### config.mk
export PLATFORM = sky130hd
export DESIGN_NAME = priority_round_robin_thread_scheduler_top
export DESIGN_NICKNAME = d
export VERILOG_FILES = /design/src/rtl/core/prrts_pkg.sv /design/src/rtl/core/prrts_ctrl.sv /design/src/rtl/core/prrts_dp.sv /design/src/rtl/core/priority_round_robin_thread_scheduler_top.sv
export SDC_FILE = /design/constraint.sdc
export NUM_CORES = 2
export LEC_CHECK = 0
export BUFFER_PORTS_ARGS = -buffer_cell sky130_fd_sc_hd__buf_2
export CAP_MARGIN = 20
export CORE_ASPECT_RATIO = 1.4
export CORE_MARGIN = 3
export CORE_UTILIZATION = 30
export CTS_BUF_LIST = sky130_fd_sc_hd__clkbuf_16
export DETAILED_ROUTE_END_ITERATION = 8
export HOLD_SLACK_MARGIN = 0.08
export PLACE_DENSITY = 0.52
export RECOVER_POWER = 100
export SLEW_MARGIN = 0
export SYNTH_ARGS = -nofsm -noshare
export SYNTH_HDL_FRONTEND = slang
export SYNTH_SLANG_ARGS = --single-unit
### constraint.sdc
create_clock -name clk -period 12.9 [get_ports clk]
set_clock_uncertainty 0.15 [all_clocks]
set_input_delay 0 -clock clk [delete_from_list [all_inputs] [get_ports clk]]
set_output_delay 0 -clock clk [all_outputs]
set_load 0.02 [all_outputs]
### src/rtl/core/prrts_pkg.sv
// Shared types and constants for the thread scheduler.
package prrts_pkg;

  typedef enum logic [2:0] {
    OP_TICK     = 3'd0,
    OP_ADD      = 3'd1,
    OP_PERIODIC = 3'd2,
    OP_SLEEP    = 3'd3,
    OP_KILL     = 3'd4,
    OP_LAUNCH   = 3'd5,
    OP_YIELD    = 3'd6
  } op_t;

  localparam logic [2:0] ST_OK       = 3'd0;
  localparam logic [2:0] ST_NO_SLOT  = 3'd1;
  localparam logic [2:0] ST_NO_SUCH  = 3'd2;
  localparam logic [2:0] ST_NO_KILL  = 3'd3;
  localparam logic [2:0] ST_TBL_FULL = 3'd4;

  localparam logic [7:0] PRIO_NONE = 8'd255;
  localparam int         ID_SHIFT  = 16;

  // controller to datapath
  typedef struct packed {
    logic load;       // capture input item
    logic tick_start; // advance time
    logic task_step;  // examine one task entry
    logic wake_step;  // one wake step along the ring
    logic pick_init;  // start a pick walk
    logic pick_step;  // one pick step
    logic launch_step;// one launch scan step
    logic do_add;
    logic do_periodic;
    logic do_sleep;
    logic do_kill;
    logic emit_task;  // present a task row
    logic emit_final; // present the closing row
  } cmd_t;

  // datapath to controller
  typedef struct packed {
    op_t  op;
    logic task_done;   // task scan finished
    logic task_fire;   // entry under scan is due
    logic steps_done;  // ring or scan walk finished
    logic kill_current;// kill hit the current slot
    logic out_busy;    // output register still full
  } stat_t;

endpackage

### src/rtl/core/prrts_ctrl.sv
// Sequencer for the thread scheduler operations.
module prrts_ctrl (
  input  logic              clk,
  input  logic              rst,
  input  logic              in_fire,
  input  prrts_pkg::stat_t  st,
  output logic              busy,
  output prrts_pkg::cmd_t   cmd
);

  typedef enum logic [3:0] {
    S_IDLE, S_DECODE, S_TASK, S_TASK_OUT, S_WAKE, S_PICK_INIT, S_PICK,
    S_LAUNCH, S_FINAL
  } state_t;

  state_t state, state_next;

  always_comb begin
    cmd = '0;
    state_next = state;
    unique case (state)
      S_IDLE: begin
        if (in_fire) begin
          cmd.load = 1'b1;
          state_next = S_DECODE;
        end
      end
      S_DECODE: begin
        unique case (st.op)
          prrts_pkg::OP_TICK: begin
            cmd.tick_start = 1'b1;
            state_next = S_TASK;
          end
          prrts_pkg::OP_ADD: begin
            cmd.do_add = 1'b1;
            state_next = S_FINAL;
          end
          prrts_pkg::OP_PERIODIC: begin
            cmd.do_periodic = 1'b1;
            state_next = S_FINAL;
          end
          prrts_pkg::OP_SLEEP: begin
            cmd.do_sleep = 1'b1;
            state_next = S_PICK_INIT;
          end
          prrts_pkg::OP_KILL: begin
            cmd.do_kill = 1'b1;
            state_next = st.kill_current ? S_PICK_INIT : S_FINAL;
          end
          prrts_pkg::OP_LAUNCH: begin
            cmd.pick_init = 1'b1;
            state_next = S_LAUNCH;
          end
          prrts_pkg::OP_YIELD: state_next = S_PICK_INIT;
          default: state_next = S_FINAL;
        endcase
      end
      S_TASK: begin
        if (st.task_done) begin
          cmd.pick_init = 1'b1;
          state_next = S_WAKE;
        end else if (st.task_fire) begin
          state_next = S_TASK_OUT;
        end else begin
          cmd.task_step = 1'b1;
        end
      end
      S_TASK_OUT: begin
        // hold until the output register is free
        if (!st.out_busy) begin
          cmd.emit_task = 1'b1;
          cmd.task_step = 1'b1;
          state_next = S_TASK;
        end
      end
      S_WAKE: begin
        cmd.wake_step = 1'b1;
        if (st.steps_done) state_next = S_PICK_INIT;
      end
      S_PICK_INIT: begin
        cmd.pick_init = 1'b1;
        state_next = S_PICK;
      end
      S_PICK: begin
        if (st.steps_done) state_next = S_FINAL;
        else cmd.pick_step = 1'b1;
      end
      S_LAUNCH: begin
        if (st.steps_done) state_next = S_FINAL;
        else cmd.launch_step = 1'b1;
      end
      S_FINAL: begin
        if (!st.out_busy) begin
          cmd.emit_final = 1'b1;
          state_next = S_IDLE;
        end
      end
      default: state_next = S_IDLE;
    endcase
  end

  always_ff @(posedge clk) begin
    if (rst) begin
      state <= S_IDLE;
      busy  <= 1'b0;
    end else begin
      state <= state_next;
      busy  <= (state_next != S_IDLE);
    end
  end

endmodule

### src/rtl/core/prrts_dp.sv
// Thread ring, task table and output register of the scheduler.
module prrts_dp #(
  parameter int THREAD_SLOTS = 8,
  parameter int TASK_SLOTS   = 8
) (
  input  logic              clk,
  input  logic              rst,
  input  prrts_pkg::cmd_t   cmd,
  output prrts_pkg::stat_t  st,
  input  logic [2:0]        in_opcode,
  input  logic [7:0]        in_prio,
  input  logic [31:0]       in_amount,
  input  logic [31:0]       in_target_id,
  input  logic [7:0]        in_blocked_mask,
  output logic              out_valid,
  input  logic              out_ready,
  output logic              out_kind,
  output logic [2:0]        out_fired_task,
  output logic [2:0]        out_running_slot,
  output logic [31:0]       out_running_id,
  output logic [31:0]       out_new_id,
  output logic [2:0]        out_status,
  output logic              out_last
);

  localparam int SW = (THREAD_SLOTS > 1) ? $clog2(THREAD_SLOTS) : 1;
  localparam int TW = $clog2(TASK_SLOTS + 1);
  localparam int CW = $clog2(THREAD_SLOTS + 1);
  localparam int KW = $clog2(THREAD_SLOTS + 1);
  localparam int TIW = (TASK_SLOTS > 1) ? $clog2(TASK_SLOTS) : 1;

  logic [31:0]   tick_time;
  logic [SW-1:0] ring_next [THREAD_SLOTS];
  logic [SW-1:0] ring_prev [THREAD_SLOTS];
  logic [THREAD_SLOTS-1:0] slot_alive, slot_asleep;
  logic [31:0]   wake_time [THREAD_SLOTS];
  logic [7:0]    slot_priority [THREAD_SLOTS];
  logic [31:0]   slot_ident [THREAD_SLOTS];
  logic [15:0]   id_counter;
  logic [CW-1:0] thread_count;
  logic [SW-1:0] current_slot;
  logic [TW-1:0] task_count;
  logic [31:0]   task_period [TASK_SLOTS];
  logic [31:0]   task_due [TASK_SLOTS];

  prrts_pkg::op_t op;
  logic [31:0]   amount, target;
  logic [7:0]    prio, mask;
  logic [2:0]    status;
  logic [31:0]   new_id;

  logic [TW-1:0] task_idx;
  logic [SW-1:0] walk_p;
  logic [KW-1:0] walk_cnt;
  logic [7:0]    best;

  logic [THREAD_SLOTS-1:0] blocked;
  always_comb begin
    for (int s = 0; s < THREAD_SLOTS; s++)
      blocked[s] = (s < 8) ? mask[s % 8] : 1'b0;
  end

  // lowest free slot and lowest alive slot with matching identifier
  logic [SW-1:0] free_slot, kill_slot;
  logic          free_found, kill_found;
  always_comb begin
    free_slot = '0; free_found = 1'b0;
    kill_slot = '0; kill_found = 1'b0;
    for (int s = THREAD_SLOTS - 1; s >= 0; s--) begin
      if (!slot_alive[s]) begin
        free_slot = SW'(s); free_found = 1'b1;
      end
      if (slot_alive[s] && slot_ident[s] == target) begin
        kill_slot = SW'(s); kill_found = 1'b1;
      end
    end
  end

  logic [TIW-1:0] tsel;
  assign tsel = task_idx[TIW-1:0];
  logic task_done, task_fire;
  assign task_done = (task_idx >= task_count);
  assign task_fire = !task_done && (tick_time >= task_due[tsel]);

  logic walk_limit;
  assign walk_limit = (op == prrts_pkg::OP_TICK && cmd.wake_step) ?
                      (walk_cnt == KW'(THREAD_SLOTS - 1)) : 1'b0;

  assign st.op           = op;
  assign st.task_done    = task_done;
  assign st.task_fire    = task_fire;
  assign st.steps_done   = (op == prrts_pkg::OP_LAUNCH) ?
                           (walk_cnt == KW'(THREAD_SLOTS)) :
                           (op == prrts_pkg::OP_TICK && cmd.wake_step) ? walk_limit :
                           (walk_cnt >= KW'(thread_count));
  assign st.kill_current = (thread_count != '0) && kill_found &&
                           (kill_slot == current_slot);
  assign st.out_busy     = out_valid && !out_ready;

  logic [SW-1:0] lsel;
  assign lsel = walk_cnt[SW-1:0];

  always_ff @(posedge clk) begin
    if (rst) begin
      tick_time    <= '0;
      slot_alive   <= '0;
      slot_asleep  <= '0;
      id_counter   <= '0;
      thread_count <= '0;
      current_slot <= '0;
      task_count   <= '0;
      out_valid    <= 1'b0;
      for (int s = 0; s < THREAD_SLOTS; s++) begin
        ring_next[s] <= '0;
        ring_prev[s] <= '0;
      end
    end else begin
      if (out_valid && out_ready) out_valid <= 1'b0;
      if (cmd.load) begin
        op       <= prrts_pkg::op_t'(in_opcode);
        prio     <= in_prio;
        amount   <= in_amount;
        target   <= in_target_id;
        mask     <= in_blocked_mask;
        status   <= prrts_pkg::ST_OK;
        new_id   <= '0;
        task_idx <= '0;
      end
      if (cmd.tick_start) tick_time <= tick_time + 32'd1;
      if (cmd.task_step) begin
        if (task_fire) task_due[tsel] <= tick_time + task_period[tsel];
        task_idx <= task_idx + TW'(1);
      end
      if (cmd.pick_init) begin
        walk_p   <= ring_next[current_slot];
        walk_cnt <= '0;
        best     <= prrts_pkg::PRIO_NONE;
      end
      if (cmd.wake_step) begin
        if (slot_asleep[walk_p] && wake_time[walk_p] <= tick_time)
          slot_asleep[walk_p] <= 1'b0;
        walk_p   <= ring_next[walk_p];
        walk_cnt <= walk_cnt + KW'(1);
      end
      if (cmd.pick_step) begin
        if (slot_alive[walk_p] && !slot_asleep[walk_p] && !blocked[walk_p] &&
            slot_priority[walk_p] < best) begin
          current_slot <= walk_p;
          best <= slot_priority[walk_p];
        end
        walk_p   <= ring_next[walk_p];
        walk_cnt <= walk_cnt + KW'(1);
      end
      if (cmd.launch_step) begin
        if (slot_alive[lsel] && slot_priority[lsel] < best) begin
          current_slot <= lsel;
          best <= slot_priority[lsel];
        end
        walk_cnt <= walk_cnt + KW'(1);
      end
      if (cmd.do_add) begin
        if (!free_found) begin
          status <= prrts_pkg::ST_NO_SLOT;
        end else begin
          if (thread_count == '0) begin
            ring_next[free_slot] <= free_slot;
            ring_prev[free_slot] <= free_slot;
          end else begin
            ring_prev[free_slot] <= current_slot;
            ring_next[free_slot] <= ring_next[current_slot];
            ring_prev[ring_next[current_slot]] <= free_slot;
            ring_next[current_slot] <= free_slot;
          end
          slot_asleep[free_slot]   <= 1'b0;
          slot_priority[free_slot] <= prio;
          slot_ident[free_slot]    <= {id_counter, 16'(free_slot)};
          new_id                   <= {id_counter, 16'(free_slot)};
          id_counter               <= id_counter + 16'd1;
          slot_alive[free_slot]    <= 1'b1;
          thread_count             <= thread_count + CW'(1);
        end
      end
      if (cmd.do_periodic) begin
        if (task_count >= TW'(TASK_SLOTS)) begin
          status <= prrts_pkg::ST_TBL_FULL;
        end else begin
          task_period[task_count[TIW-1:0]] <= amount;
          task_due[task_count[TIW-1:0]] <= (task_count == '0) ? tick_time + amount :
              tick_time + amount + 32'd1 + 32'(task_count);
          task_count <= task_count + TW'(1);
        end
      end
      if (cmd.do_sleep) begin
        wake_time[current_slot]   <= tick_time + amount;
        slot_asleep[current_slot] <= 1'b1;
      end
      if (cmd.do_kill) begin
        if (thread_count == '0) begin
          status <= prrts_pkg::ST_NO_KILL;
        end else if (!kill_found) begin
          status <= prrts_pkg::ST_NO_SUCH;
        end else begin
          slot_alive[kill_slot] <= 1'b0;
          ring_prev[ring_next[kill_slot]] <= ring_prev[kill_slot];
          ring_next[ring_prev[kill_slot]] <= ring_next[kill_slot];
          thread_count <= thread_count - CW'(1);
        end
      end
      if (cmd.emit_task) begin
        out_valid        <= 1'b1;
        out_kind         <= 1'b0;
        out_fired_task   <= 3'(task_idx);
        out_running_slot <= '0;
        out_running_id   <= '0;
        out_new_id       <= '0;
        out_status       <= prrts_pkg::ST_OK;
        out_last         <= 1'b0;
      end
      if (cmd.emit_final) begin
        out_valid        <= 1'b1;
        out_kind         <= 1'b1;
        out_fired_task   <= '0;
        out_running_slot <= 3'(current_slot);
        out_running_id   <= slot_alive[current_slot] ? slot_ident[current_slot] : '0;
        out_new_id       <= new_id;
        out_status       <= status;
        out_last         <= 1'b1;
      end
    end
  end

endmodule

### src/rtl/core/priority_round_robin_thread_scheduler_top.sv
// Top level of the priority round-robin thread scheduler.
// One item at a time. A tick scans the task table, emitting a row per due task,
// wakes sleeping threads along the ring, then picks among the live threads; sleep,
// yield and a kill of the running thread pick among the live threads; launch scans every slot.
// The next item is taken in the cycle after the closing item is loaded; output stalls delay that item.
// Synchronous reset clears time, ring, flags and counters; no clearing pass.
module priority_round_robin_thread_scheduler_top #(
  parameter int THREAD_SLOTS = 8,
  parameter int TASK_SLOTS   = 8
) (
  input  logic        clk,
  input  logic        rst,
  input  logic        s_tvalid,
  output logic        s_tready,
  input  logic [87:0] s_tdata,  // opcode[2:0] prio[10:3] amount[42:11] target_id[74:43]
                                // blocked_mask[82:75], zero pad
  output logic        m_tvalid,
  input  logic        m_tready,
  output logic [79:0] m_tdata,  // fired_task[2:0] running_slot[5:3] running_id[37:6]
                                // new_id[69:38] status[72:70], zero pad
  output logic        m_tuser,  // kind
  output logic        m_tlast   // last
);

  prrts_pkg::cmd_t  cmd;
  prrts_pkg::stat_t st;
  logic busy, in_fire;
  logic [2:0] fired_task, running_slot, status;
  logic [31:0] running_id, new_id;

  assign s_tready = !busy && !rst;
  assign in_fire  = s_tvalid && s_tready;

  prrts_ctrl u_ctrl (
    .clk(clk), .rst(rst), .in_fire(in_fire), .st(st), .busy(busy), .cmd(cmd)
  );

  prrts_dp #(.THREAD_SLOTS(THREAD_SLOTS), .TASK_SLOTS(TASK_SLOTS)) u_dp (
    .clk(clk), .rst(rst), .cmd(cmd), .st(st),
    .in_opcode(s_tdata[2:0]), .in_prio(s_tdata[10:3]),
    .in_amount(s_tdata[42:11]), .in_target_id(s_tdata[74:43]),
    .in_blocked_mask(s_tdata[82:75]),
    .out_valid(m_tvalid), .out_ready(m_tready), .out_kind(m_tuser),
    .out_fired_task(fired_task), .out_running_slot(running_slot),
    .out_running_id(running_id), .out_new_id(new_id), .out_status(status),
    .out_last(m_tlast)
  );

  assign m_tdata = {7'd0, status, new_id, running_id, running_slot, fired_task};

  a_no_accept_busy: assert property (@(posedge clk) disable iff (rst)
    busy |-> !s_tready) else $error("item taken while busy");
  a_last_kind: assert property (@(posedge clk) disable iff (rst)
    m_tvalid |-> (m_tlast == m_tuser)) else $error("last and kind disagree");
  a_task_row: assert property (@(posedge clk) disable iff (rst)
    (m_tvalid && !m_tuser) |-> (m_tdata[72:3] == '0)) else $error("bad task row");

endmodule

==> summary.txt <==
Run status
  • Status: finished with violations
  • Violated checks: capacitance limit, slew limit

GRT
  • Initial antenna violation count: 5
  • Largest net degree at the start of global routing: 63
  • First-pass GRT wire length: 264,000 um
  • GRT overflow: 0
  • Vias in the first global route: 38,900
  • GRT Total Usage: 0.170

Drt
  • Drt drc: 0
  • Routed WL per cell: 24.9 um
  • Via count: 38,100
  • Post-route ant nets: 0
  • Vias/cell: 5.20
  • DRC violation total after the first TritonRoute iteration: 3,198
  • First-pass DRT Iterations: 5
  • Post-Route WL: 182,000 um

Placement
  • Hpwl dp: 124,000 um
  • GP Congestion: 0.944
  • Pre-CTS setup slack: 5500 ps
  • Port Buffer Count: 150

Critical path
  • RR Endpoint: u_dp.task_due[4][8]
  • Critical path data arrival time: 9930 ps
  • R2R depth: 14
  • Crit-path max cell delay: 2410 ps
  • Reg2reg setup slack: 3240 ps
  • CP Cell Sequence: clkbuf_1 -> buf_4 -> mux4_2 -> mux2i_1 -> ha_1 -> nand4_1 -> nor4_1 -> nand2_1 -> o311ai_0 -> o2111ai_1 -> a21oi_1 -> nand2_1 -> nor2_1 -> buf_4
  • Family with the most delay on the worst path: buffers and inverters
  • Crit end category: flip-flop
  • Crit Path Class: reg2reg
  • Crit Path Max Fanout: 48
  • Buf/Inv on CP: 3
  • CP required: 13,170 ps
  • Startpoint Class: flip-flop
  • CP max stage cell: clkbuf_1

Floorplan
  • Site Rows: 195
  • # IOs: 176
  • Die height: 541 um
  • Core area: 203,000 um^2
  • Initial Util: 0.303
  • Full die area: 210,000 um^2
  • Width of the die: 388 um

STA
  • Final number of hold-violating endpoints: 0
  • Fmax: 104 MHz
  • Min Clock Period, post-route: 9660 ps
  • RSZ-0062 raised after global routing: false
  • Slew Viols, Final: 1,309
  • Worst Setup Slack, final: 3240 ps
  • Setup_tns: 0 ps
  • Final hold slack: 307 ps
  • Final Cycle Share: 0.749
  • Max_slew headroom: -1.47
  • Final setup viols: 0
  • Worst-margin pin slew: 3710 ps

Worst hold path
  • Worst hold path class: in2reg
  • Hold Crit Endpoint: u_dp.amount[31]
  • Worst hold path startpoint: s_tdata[42]
  • Hold path depth: 3

Synthesis
  • Post-synth cell types: 111
  • FF+latch count, synth: 1,320
  • Top_reg_cell synth: edfxtp_1
  • Synth warn: 0
  • Async S/R FF share, synth: 0
  • Synthesized cell area: 61,400 um^2
  • Average cell area after synthesis: 14.8 um^2
  • EDFF count, synth: 1,230
  • Register area share after synthesis: 0.631
  • Mapped Cells: 4,162

Finish
  • # fillers: 19,500
  • Leading cell type in the layout, fill and taps excluded: edfxtp_1
  • Area Growth Syn to Fin: 16.3%
  • Most frequent cells in the layout: edfxtp_1, nand2_1, mux4_2
  • Layout cell share with drive strength beyond 1: 0.150
  • Finished Core Util: 0.353
  • Final net count: 4,796

Clock tree
  • Setup bufs post-CTS: 0
  • TritonCTS clock tree: built
  • Clock Latency Late Sink: 790 ps
  • Clk pin slew, worst setup/hold paths: 60 ps
  • TritonCTS buffer count: 144
  • Clk sinks: 1,320
  • CTS root buf: clkbuf_16
  • Max H-tree Level: 4
  • Clk buf depth: 3
  • Gates resized, CTS repair: 0
  • CTS Hold Bufs: 172

Power
  • Cell Pwr Density: 133 nW/um^2
  • Max VDD drop: 0.0000796 V
  • Tot Pwr: 9.53 mW
  • Leakage: 23.5 nW

Job
  • Max Cap Viol: 38
how the worst max path moves through the flow:
| stage | startpoint | slack, ps | cells past startpoint | to |
|---|---|---|---|---|
| 6_report | flip-flop | 3240 | 14 | u_dp.task_due[4][8] |
| 5_1_grt | flip-flop | 2610 | 14 | u_dp.task_due[4][13] |
| 4_1_cts | flip-flop | 5450 | 14 | u_dp.task_due[1][2] |
| 3_5_place_dp | flip-flop | 5500 | 14 | u_dp.task_due[1][13] |
| 3_3_place_gp | flip-flop | 5460 | 14 | u_dp.task_due[1][13] |
| 2_1_floorplan | u_ctrl.state[1] | 5430 | 5 | u_dp.out_fired_task[0] |
report_power, final:
part	internal, mW	switching (mW)	total [mW]	leakage, nW
clock	2.26	1.71	3.96	2.35
combinational	0.302	0.405	0.707	9.23
sequential	4.76	0.0932	4.86	12.0
total	7.32	2.20	9.53	23.5
worst min-delay path, stage by stage:
cell,delay [ps]
dlygate4sd3_1,510
buf_2,90
dlygate4sd3_1,520
cell families (layout without fill, tap and decap cells):
family                   count (synthesis)  after routing  share of synthesized area
other                                    1             24                  0.0000610
AO/OA/AOI/OAI                          675            675                     0.0769
AND/OR/NAND/NOR                       1031           1031                     0.0849
flip-flops                            1320           1320                      0.631
adder cells (fa/ha/maj)                164            164                     0.0338
XOR/XNOR                               286            286                     0.0408
buffers and inverters                  297            772                     0.0202
multiplexers                           388            388                      0.113
synth_stat cells (15+ instances only):
| cell type | count | area [um^2] |
|---|---|---|
| and2_1 | 57 | 357 |
| a21oi_1 | 130 | 651 |
| a221oi_1 | 23 | 201 |
| nand2b_1 | 34 | 213 |
| edfxtp_1 | 1230 | 36900 |
| nand4_1 | 106 | 663 |
| inv_1 | 86 | 323 |
| a21o_1 | 68 | 510 |
| o21ai_0 | 102 | 510 |
| mux2_2 | 88 | 991 |
| a22oi_1 | 51 | 383 |
| xor2_1 | 54 | 473 |
| ha_1 | 161 | 2010 |
| buf_1 | 30 | 113 |
| xnor2_1 | 232 | 2030 |
| buf_4 | 21 | 158 |
| a31oi_1 | 42 | 263 |
| a22o_1 | 24 | 210 |
| nor2b_1 | 28 | 175 |
| or3_1 | 17 | 106 |
| nor3_1 | 58 | 290 |
| clkbuf_1 | 133 | 499 |
| nand2_1 | 259 | 972 |
| dfxtp_1 | 90 | 1800 |
| and3_1 | 42 | 263 |
| mux2i_1 | 61 | 611 |
| o31ai_1 | 42 | 315 |
| nor4_1 | 25 | 156 |
| nor2_1 | 245 | 920 |
| o21a_1 | 15 | 113 |
| a211oi_1 | 26 | 195 |
| mux4_2 | 234 | 5270 |
| nand3_1 | 79 | 395 |
| buf_2 | 22 | 110 |
area by class of cell:
type | instances | area [um^2] | area share
Tap cell | 2659 | 3330 | 0.0465
Multi-Input combinational cell | 2564 | 21600 | 0.303
Antenna cell | 4 | 10.0 | 0.000140
Clock buffer | 149 | 3730 | 0.0522
Inverter | 88 | 332 | 0.00464
Clock inverter | 113 | 803 | 0.0112
Sequential cell | 1320 | 38800 | 0.542
Timing Repair Buffer | 422 | 2880 | 0.0403
sequential cells by signal (all words and copies together) (netlist names), 8 cells and up, named ones only:
register and cells:
u_dp.task_period 256, u_dp.new_id 32, u_dp.out_new_id 32, u_dp.target 32, u_dp.slot_asleep 8, u_dp.task_due 256
u_dp.ring_next 24, u_dp.out_running_id 19, u_dp.ring_prev 24, u_dp.prio 8, u_dp.id_counter 16, u_dp.wake_time 256
u_dp.best 8, u_dp.slot_ident 152, u_dp.slot_priority 64, u_dp.amount 32, u_dp.tick_time 32, u_dp.slot_alive 8
u_dp.blocked 8
through the flow:
stage,std cells,area (um^2)
global route,7316,71500
global placement,6876,65700
finish,7319,71500
CTS,7311,71900
floorplan,4181,61500
detailed placement,6877,65700
routing by layer:
layer / vias to the layer above / share of wire / global-route usage
met4: 2 / 0.042 / 0.0699
met1: 19400 / 0.40 / 0.202
li1: 17100 / - / -
met3: 350 / 0.049 / 0.0239
met2: 1183 / 0.51 / 0.306
met5: - / 0.000066 / 0
(Power assumes the default switching activity.)
